`config.mk`:
```
export PLATFORM = sky130hd
export DESIGN_NAME = rgb_to_hsl
export DESIGN_NICKNAME = d
export VERILOG_FILES = /design/src/rtl/rgbhsl_pkg.sv /design/src/rtl/rgbhsl_div.sv /design/src/rtl/rgb_to_hsl.sv
export SDC_FILE = /design/constraint.sdc
export NUM_CORES = 2
export LEC_CHECK = 0
export CAP_MARGIN = 25
export CORE_AREA = 2 2 408 410
export DETAILED_ROUTE_END_ITERATION = 8
export DIE_AREA = 0 0 410 412
export DONT_BUFFER_PORTS = 1
export GPL_ROUTABILITY_DRIVEN = 0
export GPL_TIMING_DRIVEN = 0
export PLACE_DENSITY = 0.51
export SKIP_CTS_REPAIR_TIMING = 1
export SLEW_MARGIN = 20
export SYNTH_ARGS = -nofsm -noshare
export SYNTH_HDL_FRONTEND = slang
export SYNTH_SLANG_ARGS = --single-unit
```
`constraint.sdc`:
```
create_clock -name clk -period 68.1 [get_ports clk]
set_clock_uncertainty 0.05 [all_clocks]
set_input_delay 10.215 -clock clk [delete_from_list [all_inputs] [get_ports clk]]
set_output_delay 10.215 -clock clk [all_outputs]
set_load 0.01 [all_outputs]
```
`src/rtl/rgbhsl_pkg.sv`:
```
// ----------------------------------------------------------------------------
// rgbhsl_pkg
// Shared widths and constants of the RGB to HSL converter.
// ----------------------------------------------------------------------------
package rgbhsl_pkg;

  localparam int CH_W   = 8;   // one color channel
  localparam int HUE_W  = 15;  // hue in 1/64 degree
  localparam int SAT_W  = 13;  // saturation times 4096
  localparam int LSUM_W = 9;   // max plus min channel

  // long division: 24-bit dividend, 9-bit divisor, 15 quotient bits
  localparam int DIV_NW = 24;
  localparam int DIV_DW = 9;
  localparam int DIV_QW = 15;

  // one full turn in 1/64 degree
  localparam logic [HUE_W-1:0] HUE_FULL = 15'd23040;

endpackage

```
`src/rtl/rgbhsl_div.sv`:
```
// ----------------------------------------------------------------------------
// rgbhsl_div
// Pipelined restoring divider, one quotient bit per register stage.
// The dividend must be below the divisor times 2**QW.
// ----------------------------------------------------------------------------
module rgbhsl_div #(
  parameter int NW = rgbhsl_pkg::DIV_NW,
  parameter int DW = rgbhsl_pkg::DIV_DW,
  parameter int QW = rgbhsl_pkg::DIV_QW
) (
  input  logic          clk,
  input  logic          en,
  input  logic [NW-1:0] num,
  input  logic [DW-1:0] den,
  output logic [QW-1:0] quo
);

  logic [NW-1:0] rem_r [QW-1];
  logic [DW-1:0] den_r [QW-1];
  logic [QW-1:0] quo_r [QW];

  for (genvar s = 0; s < QW; s++) begin : g_step
    logic [NW-1:0] rem_in;
    logic [DW-1:0] den_in;
    logic [QW-1:0] quo_in;
    logic [NW:0]   dsh;
    logic [NW:0]   trial;

    if (s == 0) begin : g_first
      assign rem_in = num;
      assign den_in = den;
      assign quo_in = '0;
    end else begin : g_next
      assign rem_in = rem_r[s-1];
      assign den_in = den_r[s-1];
      assign quo_in = quo_r[s-1];
    end

    // divisor aligned to this stage's quotient bit
    assign dsh   = (NW+1)'(den_in) << (QW - 1 - s);
    assign trial = {1'b0, rem_in} - dsh;

    always_ff @(posedge clk) begin
      if (en) begin
        quo_r[s] <= quo_in | (QW'(!trial[NW]) << (QW - 1 - s));
      end
    end

    if (s < QW - 1) begin : g_carry
      always_ff @(posedge clk) begin
        if (en) begin
          rem_r[s] <= trial[NW] ? rem_in : trial[NW-1:0];
          den_r[s] <= den_in;
        end
      end
    end
  end

  assign quo = quo_r[QW-1];

endmodule

```
`src/rtl/rgb_to_hsl.sv`:
```
// ----------------------------------------------------------------------------
// rgb_to_hsl
// Converts 8-bit RGB pixels to fixed-point hue, saturation and lightness.
// ----------------------------------------------------------------------------
// Takes one pixel word per clock and returns one result word per clock, in
// order, while the output is not stalled. One stage finds max and min, one
// builds the dividends, two side-by-side 15-stage long dividers (one quotient
// bit per stage, for hue and saturation) do the work, and a last stage wraps
// the hue and registers the result. A stalled output word holds the whole
// pipeline, so in_stall follows out_valid and out_stall directly. Hue is in
// 1/64 degree, saturation in 1/4096, lightness_sum is max plus min.
module rgb_to_hsl (
  input  logic                           clk,
  input  logic                           rst_n,
  input  logic                           in_valid,
  output logic                           in_stall,
  input  logic [rgbhsl_pkg::CH_W-1:0]    in_red,
  input  logic [rgbhsl_pkg::CH_W-1:0]    in_green,
  input  logic [rgbhsl_pkg::CH_W-1:0]    in_blue,
  output logic                           out_valid,
  input  logic                           out_stall,
  output logic [rgbhsl_pkg::HUE_W-1:0]   out_hue,
  output logic [rgbhsl_pkg::SAT_W-1:0]   out_saturation,
  output logic [rgbhsl_pkg::LSUM_W-1:0]  out_lightness_sum,
  output logic                           out_achromatic
);

  localparam int NW = rgbhsl_pkg::DIV_NW;
  localparam int DW = rgbhsl_pkg::DIV_DW;
  localparam int QW = rgbhsl_pkg::DIV_QW;

  // multiple of d added to the channel difference for the hue sector
  typedef enum logic [1:0] {
    OFS_0 = 2'd0,
    OFS_2 = 2'd1,
    OFS_4 = 2'd2,
    OFS_6 = 2'd3
  } ofs_t;

  logic en;
  assign en       = !(out_valid && out_stall);
  assign in_stall = !en;

  // ---------------- stage a: max, min, sector ----------------
  logic       red_max, green_max;
  logic [7:0] mx, mn;
  logic [8:0] diff;
  ofs_t       ofs;

  always_comb begin
    red_max   = (in_red >= in_green) && (in_red >= in_blue);
    green_max = !red_max && (in_green >= in_blue);
    mx = in_red;
    mn = in_red;
    if (in_green > mx) mx = in_green;
    if (in_blue > mx)  mx = in_blue;
    if (in_green < mn) mn = in_green;
    if (in_blue < mn)  mn = in_blue;
    if (red_max) begin
      diff = {1'b0, in_green} - {1'b0, in_blue};
      ofs  = (in_green >= in_blue) ? OFS_0 : OFS_6;
    end else if (green_max) begin
      diff = {1'b0, in_blue} - {1'b0, in_red};
      ofs  = OFS_2;
    end else begin
      diff = {1'b0, in_red} - {1'b0, in_green};
      ofs  = OFS_4;
    end
  end

  logic       va_r;
  logic [7:0] d_a_r;
  logic [8:0] sum_a_r;
  logic [8:0] diff_a_r;
  ofs_t       ofs_a_r;

  always_ff @(posedge clk) begin
    if (en) begin
      d_a_r    <= mx - mn;
      sum_a_r  <= {1'b0, mx} + {1'b0, mn};
      diff_a_r <= diff;
      ofs_a_r  <= ofs;
    end
  end

  // ---------------- stage b: dividends ----------------
  logic [10:0]   kd, n;
  logic [8:0]    den9;
  logic [7:0]    den;
  logic [NW-1:0] hue_num_nxt, sat_num_nxt;

  always_comb begin
    case (ofs_a_r)
      OFS_0:   kd = '0;
      OFS_2:   kd = {2'b0, d_a_r, 1'b0};
      OFS_4:   kd = {1'b0, d_a_r, 2'b0};
      OFS_6:   kd = {1'b0, d_a_r, 2'b0} + {2'b0, d_a_r, 1'b0};
      default: kd = '0;
    endcase
    n    = kd + {{2{diff_a_r[8]}}, diff_a_r};
    den9 = (sum_a_r <= 9'd255) ? sum_a_r : 9'd510 - sum_a_r;
    den  = den9[7:0];
    // 2*3840*n + d, rounding half up
    hue_num_nxt = {n, 13'b0} - {4'b0, n, 9'b0} + {16'b0, d_a_r};
    // 2*4096*d + den
    sat_num_nxt = {3'b0, d_a_r, 13'b0} + {16'b0, den};
  end

  logic          vb_r;
  logic [NW-1:0] hue_num_r, sat_num_r;
  logic [DW-1:0] hue_div_r, sat_div_r;
  logic [8:0]    sum_b_r;
  logic          grey_b_r;

  always_ff @(posedge clk) begin
    if (en) begin
      hue_num_r <= hue_num_nxt;
      sat_num_r <= sat_num_nxt;
      hue_div_r <= {d_a_r, 1'b0};
      sat_div_r <= {den, 1'b0};
      sum_b_r   <= sum_a_r;
      grey_b_r  <= (d_a_r == 8'd0);
    end
  end

  // ---------------- dividers ----------------
  logic [QW-1:0] hue_q, sat_q;

  rgbhsl_div #(.NW(NW), .DW(DW), .QW(QW)) u_hue_div (
    .clk (clk),
    .en  (en),
    .num (hue_num_r),
    .den (hue_div_r),
    .quo (hue_q)
  );

  rgbhsl_div #(.NW(NW), .DW(DW), .QW(QW)) u_sat_div (
    .clk (clk),
    .en  (en),
    .num (sat_num_r),
    .den (sat_div_r),
    .quo (sat_q)
  );

  // sideband line alongside the dividers
  logic       vl_r   [QW];
  logic [8:0] sum_l_r [QW];
  logic       grey_l_r [QW];

  always_ff @(posedge clk) begin
    if (en) begin
      sum_l_r[0]  <= sum_b_r;
      grey_l_r[0] <= grey_b_r;
      for (int i = 1; i < QW; i++) begin
        sum_l_r[i]  <= sum_l_r[i-1];
        grey_l_r[i] <= grey_l_r[i-1];
      end
    end
  end

  always_ff @(posedge clk) begin
    if (!rst_n) begin
      va_r      <= 1'b0;
      vb_r      <= 1'b0;
      out_valid <= 1'b0;
      for (int i = 0; i < QW; i++) vl_r[i] <= 1'b0;
    end else if (en) begin
      va_r    <= in_valid;
      vb_r    <= va_r;
      vl_r[0] <= vb_r;
      for (int i = 1; i < QW; i++) vl_r[i] <= vl_r[i-1];
      out_valid <= vl_r[QW-1];
    end
  end

  // ---------------- output stage ----------------
  logic [rgbhsl_pkg::HUE_W-1:0] hue_wrap;
  logic                         grey_o;

  assign grey_o   = grey_l_r[QW-1];
  assign hue_wrap = (hue_q >= rgbhsl_pkg::HUE_FULL) ? hue_q - rgbhsl_pkg::HUE_FULL : hue_q;

  always_ff @(posedge clk) begin
    if (en) begin
      out_hue           <= grey_o ? '0 : hue_wrap;
      out_saturation    <= grey_o ? '0 : sat_q[rgbhsl_pkg::SAT_W-1:0];
      out_lightness_sum <= sum_l_r[QW-1];
      out_achromatic    <= grey_o;
    end
  end

  // ---------------- assertions ----------------
  a_grey_zero: assert property (@(posedge clk) disable iff (!rst_n)
    out_valid && out_achromatic |-> out_hue == '0 && out_saturation == '0)
    else $error("grey word with nonzero hue or saturation");

  a_hue_range: assert property (@(posedge clk) disable iff (!rst_n)
    out_valid |-> out_hue < rgbhsl_pkg::HUE_FULL)
    else $error("hue not wrapped");

  a_sat_range: assert property (@(posedge clk) disable iff (!rst_n)
    out_valid |-> out_saturation <= 13'd4096)
    else $error("saturation above one");

  a_color_sum: assert property (@(posedge clk) disable iff (!rst_n)
    out_valid && !out_achromatic |-> out_lightness_sum != 9'd0 && out_lightness_sum != 9'd510)
    else $error("colored word at black or white");

  a_stall_hold: assert property (@(posedge clk) disable iff (!rst_n)
    out_valid && out_stall |-> in_stall)
    else $error("input taken while output stalled");

endmodule

```
After elaboration in Yosys (flattened, before gate mapping)
Memories as Yosys holds them, arrays and structs flattened. A register that Yosys moved wholly into a read port is not among the register bits.
Index checks and enable logic that the tools add are counted.
W data, S select, Z words.

cells by class
  $add $sub $neg = 42
  $lt $le $gt $ge = 9
  equality and inequality tests = 3
  multiplexer cells = 59
  bitwise operators = 43
  reduce and logical (&&, ||, !) cells = 40

operators by type and width
  operator          count
  $mux W24          28
  $sub A24 B10 Y25  2
  $sub A24 B11 Y25  2
  $sub A24 B12 Y25  2
  $sub A24 B13 Y25  2
  $sub A24 B14 Y25  2
  $sub A24 B15 Y25  2
  $sub A24 B16 Y25  2
  $sub A24 B17 Y25  2
  $sub A24 B18 Y25  2
  $sub A24 B19 Y25  2
  $sub A24 B20 Y25  2
  $sub A24 B21 Y25  2
  $sub A24 B22 Y25  2
  $sub A24 B23 Y25  2
  $sub A24 B9 Y25   2
  $pmux W11 S4      1
  $mux W8           5
  $logic_not A1 Y1  35
  $or A15 B1 Y15    2
  $or A15 B10 Y15   2
  $or A15 B11 Y15   2
  $or A15 B12 Y15   2
  $or A15 B13 Y15   2
  other kinds (34)  87

storage, ports and cells
  flip-flop bits (word level) = 120
  RAM bits = 1539
  bits of input ports = 28
  output and inout port bits = 40
  logic and storage cells = 219
  memories = 9

memories
  memory           depth  bits a word  read ports  clocked after memory_dff  write ports  RTL line           RTL
  u_hue_div.rem_r  14     24           14          0                         14           rgbhsl_div.sv:18   logic [NW-1:0] rem_r [QW-1];
  u_sat_div.rem_r  14     24           14          0                         14           rgbhsl_div.sv:18
  u_hue_div.quo_r  15     15           15          0                         15           rgbhsl_div.sv:20   logic [QW-1:0] quo_r [QW];
  u_sat_div.quo_r  15     15           15          1                         15           rgbhsl_div.sv:20
  sum_l_r          15     9            15          1                         15           rgb_to_hsl.sv:147  logic [8:0] sum_l_r [QW];
  u_hue_div.den_r  14     9            14          0                         14           rgbhsl_div.sv:19   logic [DW-1:0] den_r [QW-1];
  +3 memories      n/a    n/a          n/a         n/a                       n/a          n/a

Logic depth before layout (Yosys ltp)
  word-level depth = 6
  depth in mapped cells = 27
  mapped depth without buffers = 26

Cells and area by module
From an unflattened synthesis, not the netlist that was laid out.

second synthesis, totals
  cells, all modules = 5023
  area, all modules = 67662.4 sq um

by module, submodules not included
  module                   instances  cells each  area each (sq um)  seq. area each (sq um)
  rgbhsl_div at u_sat_div  1          2029        27267.4            17476.8
  rgbhsl_div at u_hue_div  1          2021        27266.2            17476.8
  rgb_to_hsl               1          973         13128.8            8227.9

Least setup slack after synthesis
OpenSTA, ideal clock, no wires.

  path type = input -> register
  start = input out_stall
  end = memory vl_r[9] (data pin)
  library setup time = 321 ps
  data arrival time = 44521 ps
  data required time = 67729 ps
  setup slack = 23207 ps
  stages = 3
  path buffers = 1
  cell sequence = nand2_1 -> clkbuf_1 -> and3_1

RTL lines
  what             RTL line           RTL
  start, declared  rgb_to_hsl.sv:21   input logic out_stall,
  end, declared    rgb_to_hsl.sv:146  logic vl_r [QW];

Worst setup path after layout
  start = input out_stall
  end = output in_stall

on the way
  longest elaborated chain between the ends = 1

ends and longest elaborated chain
  what                 RTL line          RTL
  $logic_and A1 B1 Y1  rgb_to_hsl.sv:41  assign en = !(out_valid && out_stall);
  end, declared        rgb_to_hsl.sv:16  output logic in_stall,

Every way passes these cells.

==> summary.md <==
| Metric | Value |
|---|---|
| Status | completed |
| R2r worst-path depth | 22 |
| Critical path's slowest cell | buf_1 |
| Hold Crit Class | reg2reg |
| Area of the multi-input gates | 19,700 um^2 |
| Full die area | 169,000 um^2 |
| Initial Util | 34.8% |
| Cell count after synthesis | 4,407 |
| Rel. slew slack | roughly 33% |
| Post-route fraction of the period consumed by the critical path | 31.2% |
| Clock Latency Late Sink | 0.75 ns |
| Reg-to-Reg End | hue_num_r[23] |
| Syn_area_per_cell | between 10 and 15 um^2 |
| Comb pwr share | 39.5% |
| RR Startpoint | sum_a_r[0] |
| Mapped Area | about 57,000 um^2 |
| Most frequent cells in the layout | edfxtp_1, inv_1, ha_1, nor2_1, nand2_1 |
| Worst-path cell chain | nand2_1 -> inv_1 -> buf_1 |
| Global route overflow | 0 |
| Die Wd | 410 um |
| Placed instance area | between 60,000 and 70,000 um^2 |
| Critical Path RT | ~58 ns |
| Stages on the worst setup path | 3 |
| EDFF count, synth | 1,185 |
| Drt drc | 0 |
| Hold path start | u_hue_div.rem_r[0][171] |
| Sequential Power Share | 41.2% |
| Unrepaired setup endpoints after global routing | false |
| Critical Path Source Type | input port |
| Max IR drop VDD | 22.9 uV |
| Final #Nets | 4,956 |
| CTS tree | yes |
| Sw Share | between 30% and 40% |
| FMAX | 47.1 MHz |
| Worst Setup End Kind | output port |
| R2R Setup Slk | ~63 ns |
| DRT Pass-1 Iters | 7 |
| Synth warn | 0 |
| CTS max path bufs | 3 |
| Clk network pwr share | 19.4% |
| Inserted Clock Buffers | 136 |
| Leakage | 24.9 nW |
| Distinct cell type count after synthesis | 84 |
| Commonest non-fill, non-tap cell in the layout | edfxtp_1 |
| Setup CP Type | in2out |
| Yosys top cell by area | edfxtp_1 |
| Vias per inst | ~4.7 |
| Synthesized flop and latch total | 1,197 |
| Min Tclk post-route | 21.25 ns |
| GRT Util Overall | 11.4% |
| Critical Path End | in_stall |
| Row count | ~150 |
| Max Cap Viol | 0 |
| Initial antenna violation count | 0 |
| I/O Pins | 68 |
| Switching pwr | 1.23 mW |
| P per Cell Area | 55.4 nW/um^2 |
| Dominant cells by area after synthesis | edfxtp_1, ha_1, xnor2_1 |
| Vias | 32,100 |
| Initial DRC Count | 1,414 |
| Fraction of layout instances using a drive strength above 1 | under 10% |
| Clk slew on worst S/H paths | 0.05 ns |
| Clock sink total | around 1,200 |
| Fill count | 15,400 |
| Htree depth | 4 |
| WL per Instance | 13.8 um |
| First-pass GRT wire length | 159,000 um |
| Crit path arrival time | 10.99 ns |
| Core area | roughly 160,000 um^2 |
| Sequential Area | about 36,000 um^2 |
| Post-synthesis sequential area ratio | ~63% |
| Crit. Startpoint | out_stall |
| Final setup fails | 0 |
| Int Pwr | 2.37 mW |
| Crit path largest cell delay | 0.47 ns |
| Final Util | 39.5% |
| Die H | 412 um |
| Post-synth top area share | 62.2% |
| Final setup TNS | 0 ns |
| Antenna Nets Post-Route | 0 |
| Detail Placement HPWL | 69,200 um |
| Largest fanout on the critical path | 10 |
| Final Max Tran Viols | 0 |
| Largest net degree at the start of global routing | 59 |
| Clk root buf | clkbuf_16 |
| Antenna cells | 0 |
| Async SR Flop Fraction | 0% |
| Port Buf Inserts | 0 |
| P&R area growth vs syn | 13.4% |
| Family with the most delay on the worst path | buffers and inverters |
| Number of global-route vias before repair | 32,800 |
| Post-synth top flop | edfxtp_1 |
| Fin. Hold Viols | 0 |
| Slew of the pin with the lowest slew margin | just over 1 ns |
| Post-Route WL | approximately 95,000 um |
| WP buf/inv | 2 |
| Design area | 64,900 um^2 |
[power groups by stage]
stage	Sequential [mW]	Combinational, mW	Clock [mW]
after global placement	1.49	1.39	0
after detailed placement	1.50	1.42	0
after global routing	1.52	1.63	0.753
after CTS	1.48	1.43	0.726
after floorplan	1.43	1.15	0
final	1.48	1.42	0.695
[worst register-to-register path, delay by kind of cell, from the launching register on]
kind,cells,cell delay (ns)
flops,1,0.53
fa+ha+maj,4,1.40
buf+inv,1,0.09
xor+xnor,3,0.49
compound gates,7,1.14
simple gates,6,0.99
mux,1,0.11
[stage by stage]
| step | worst slack (ns) | instances | hold WS [ns] | total power [mW] |
|---|---|---|---|---|
| 3_5_place_dp | 46.87 | 6623 | 0.355 | 2.92 |
| 2_1_floorplan | 23.21 | 4409 | 0.350 | 2.58 |
| 3_3_place_gp | 10.96 | 6598 | 0.351 | 2.88 |
| 4_1_cts | 46.86 | 6871 | 0.353 | 3.64 |
| 5_1_grt | 46.80 | 6872 | 0.360 | 3.91 |
| 6_report | 46.85 | 6872 | 0.352 | 3.59 |
[Yosys cell counts (all sizes together), types with 79 or more instances]
library cell	instances
edfxtp	1185
mux2	79
inv	394
nor2	306
ha	320
o21a	79
a21oi	164
o21ai	257
nor2b	112
xnor2	177
nand2	263
nor3	126
xor2	123
[metal layers]
layer / part of all wire (%) / routed length (um) / global-route usage (%)
met5: 0 / 0 / 0
met4: 3.0 / 2850 / 4.48
met3: 3.5 / 3300 / 2.61
met2: 54 / 51200 / 21.8
met1: 40 / 37800 / 11.9
[state kept, by name, indices dropped and copies added, names as in the netlist, 13 cells and up, named ones only]
| signal | cells |
|---|---|
| out_saturation | 13 |
| u_sat_div.rem_r | 239 |
| u_sat_div.den_r | 75 |
| vl_r | 15 |
| u_hue_div.rem_r | 326 |
| sum_l_r | 131 |
| u_hue_div.den_r | 71 |
| hue_num_r | 24 |
| grey_l_r | 15 |
| u_sat_div.quo_r | 91 |
| out_hue | 15 |
| u_hue_div.quo_r | 120 |
[final cells by class]
type                    instances  area share [%]
multi-input cells            2753            30.3
inverters                     395            2.29
plain buffers                  64           0.401
well taps                    2189            4.22
clock inverters                74            1.08
clock buffers                 174            5.51
repair buffers                 26           0.949
flip-flops and latches       1197            55.2
[worst min-delay path by stage]
stage,endpoint,slack (ns),depth (start not counted)
finish,u_hue_div.rem_r[1][3],0.35,0
global route,u_hue_div.quo_r[1][95],0.36,0
CTS,u_hue_div.quo_r[1][65],0.35,0
detailed placement,grey_l_r[0][6],0.35,0
global placement,u_hue_div.rem_r[0][32],0.35,0
floorplan,grey_l_r[0][0],0.35,0
[kinds of logic (layout without fill, tap and decap cells)]
logic type	count (synthesis)	in the layout	share of synthesized area, %
muxes	147	147	2.75
xor gates and xnor gates	300	300	4.59
adders and majority gates	355	355	8.22
and+or+nand+nor	1170	1170	10.2
buffers and inverters	459	733	3.04
AOI/OAI and AO/OA	778	778	8.56
other	1	3	0.00655
DFF	1197	1197	62.6
Note: power is estimated with default switching activity, not from simulation.
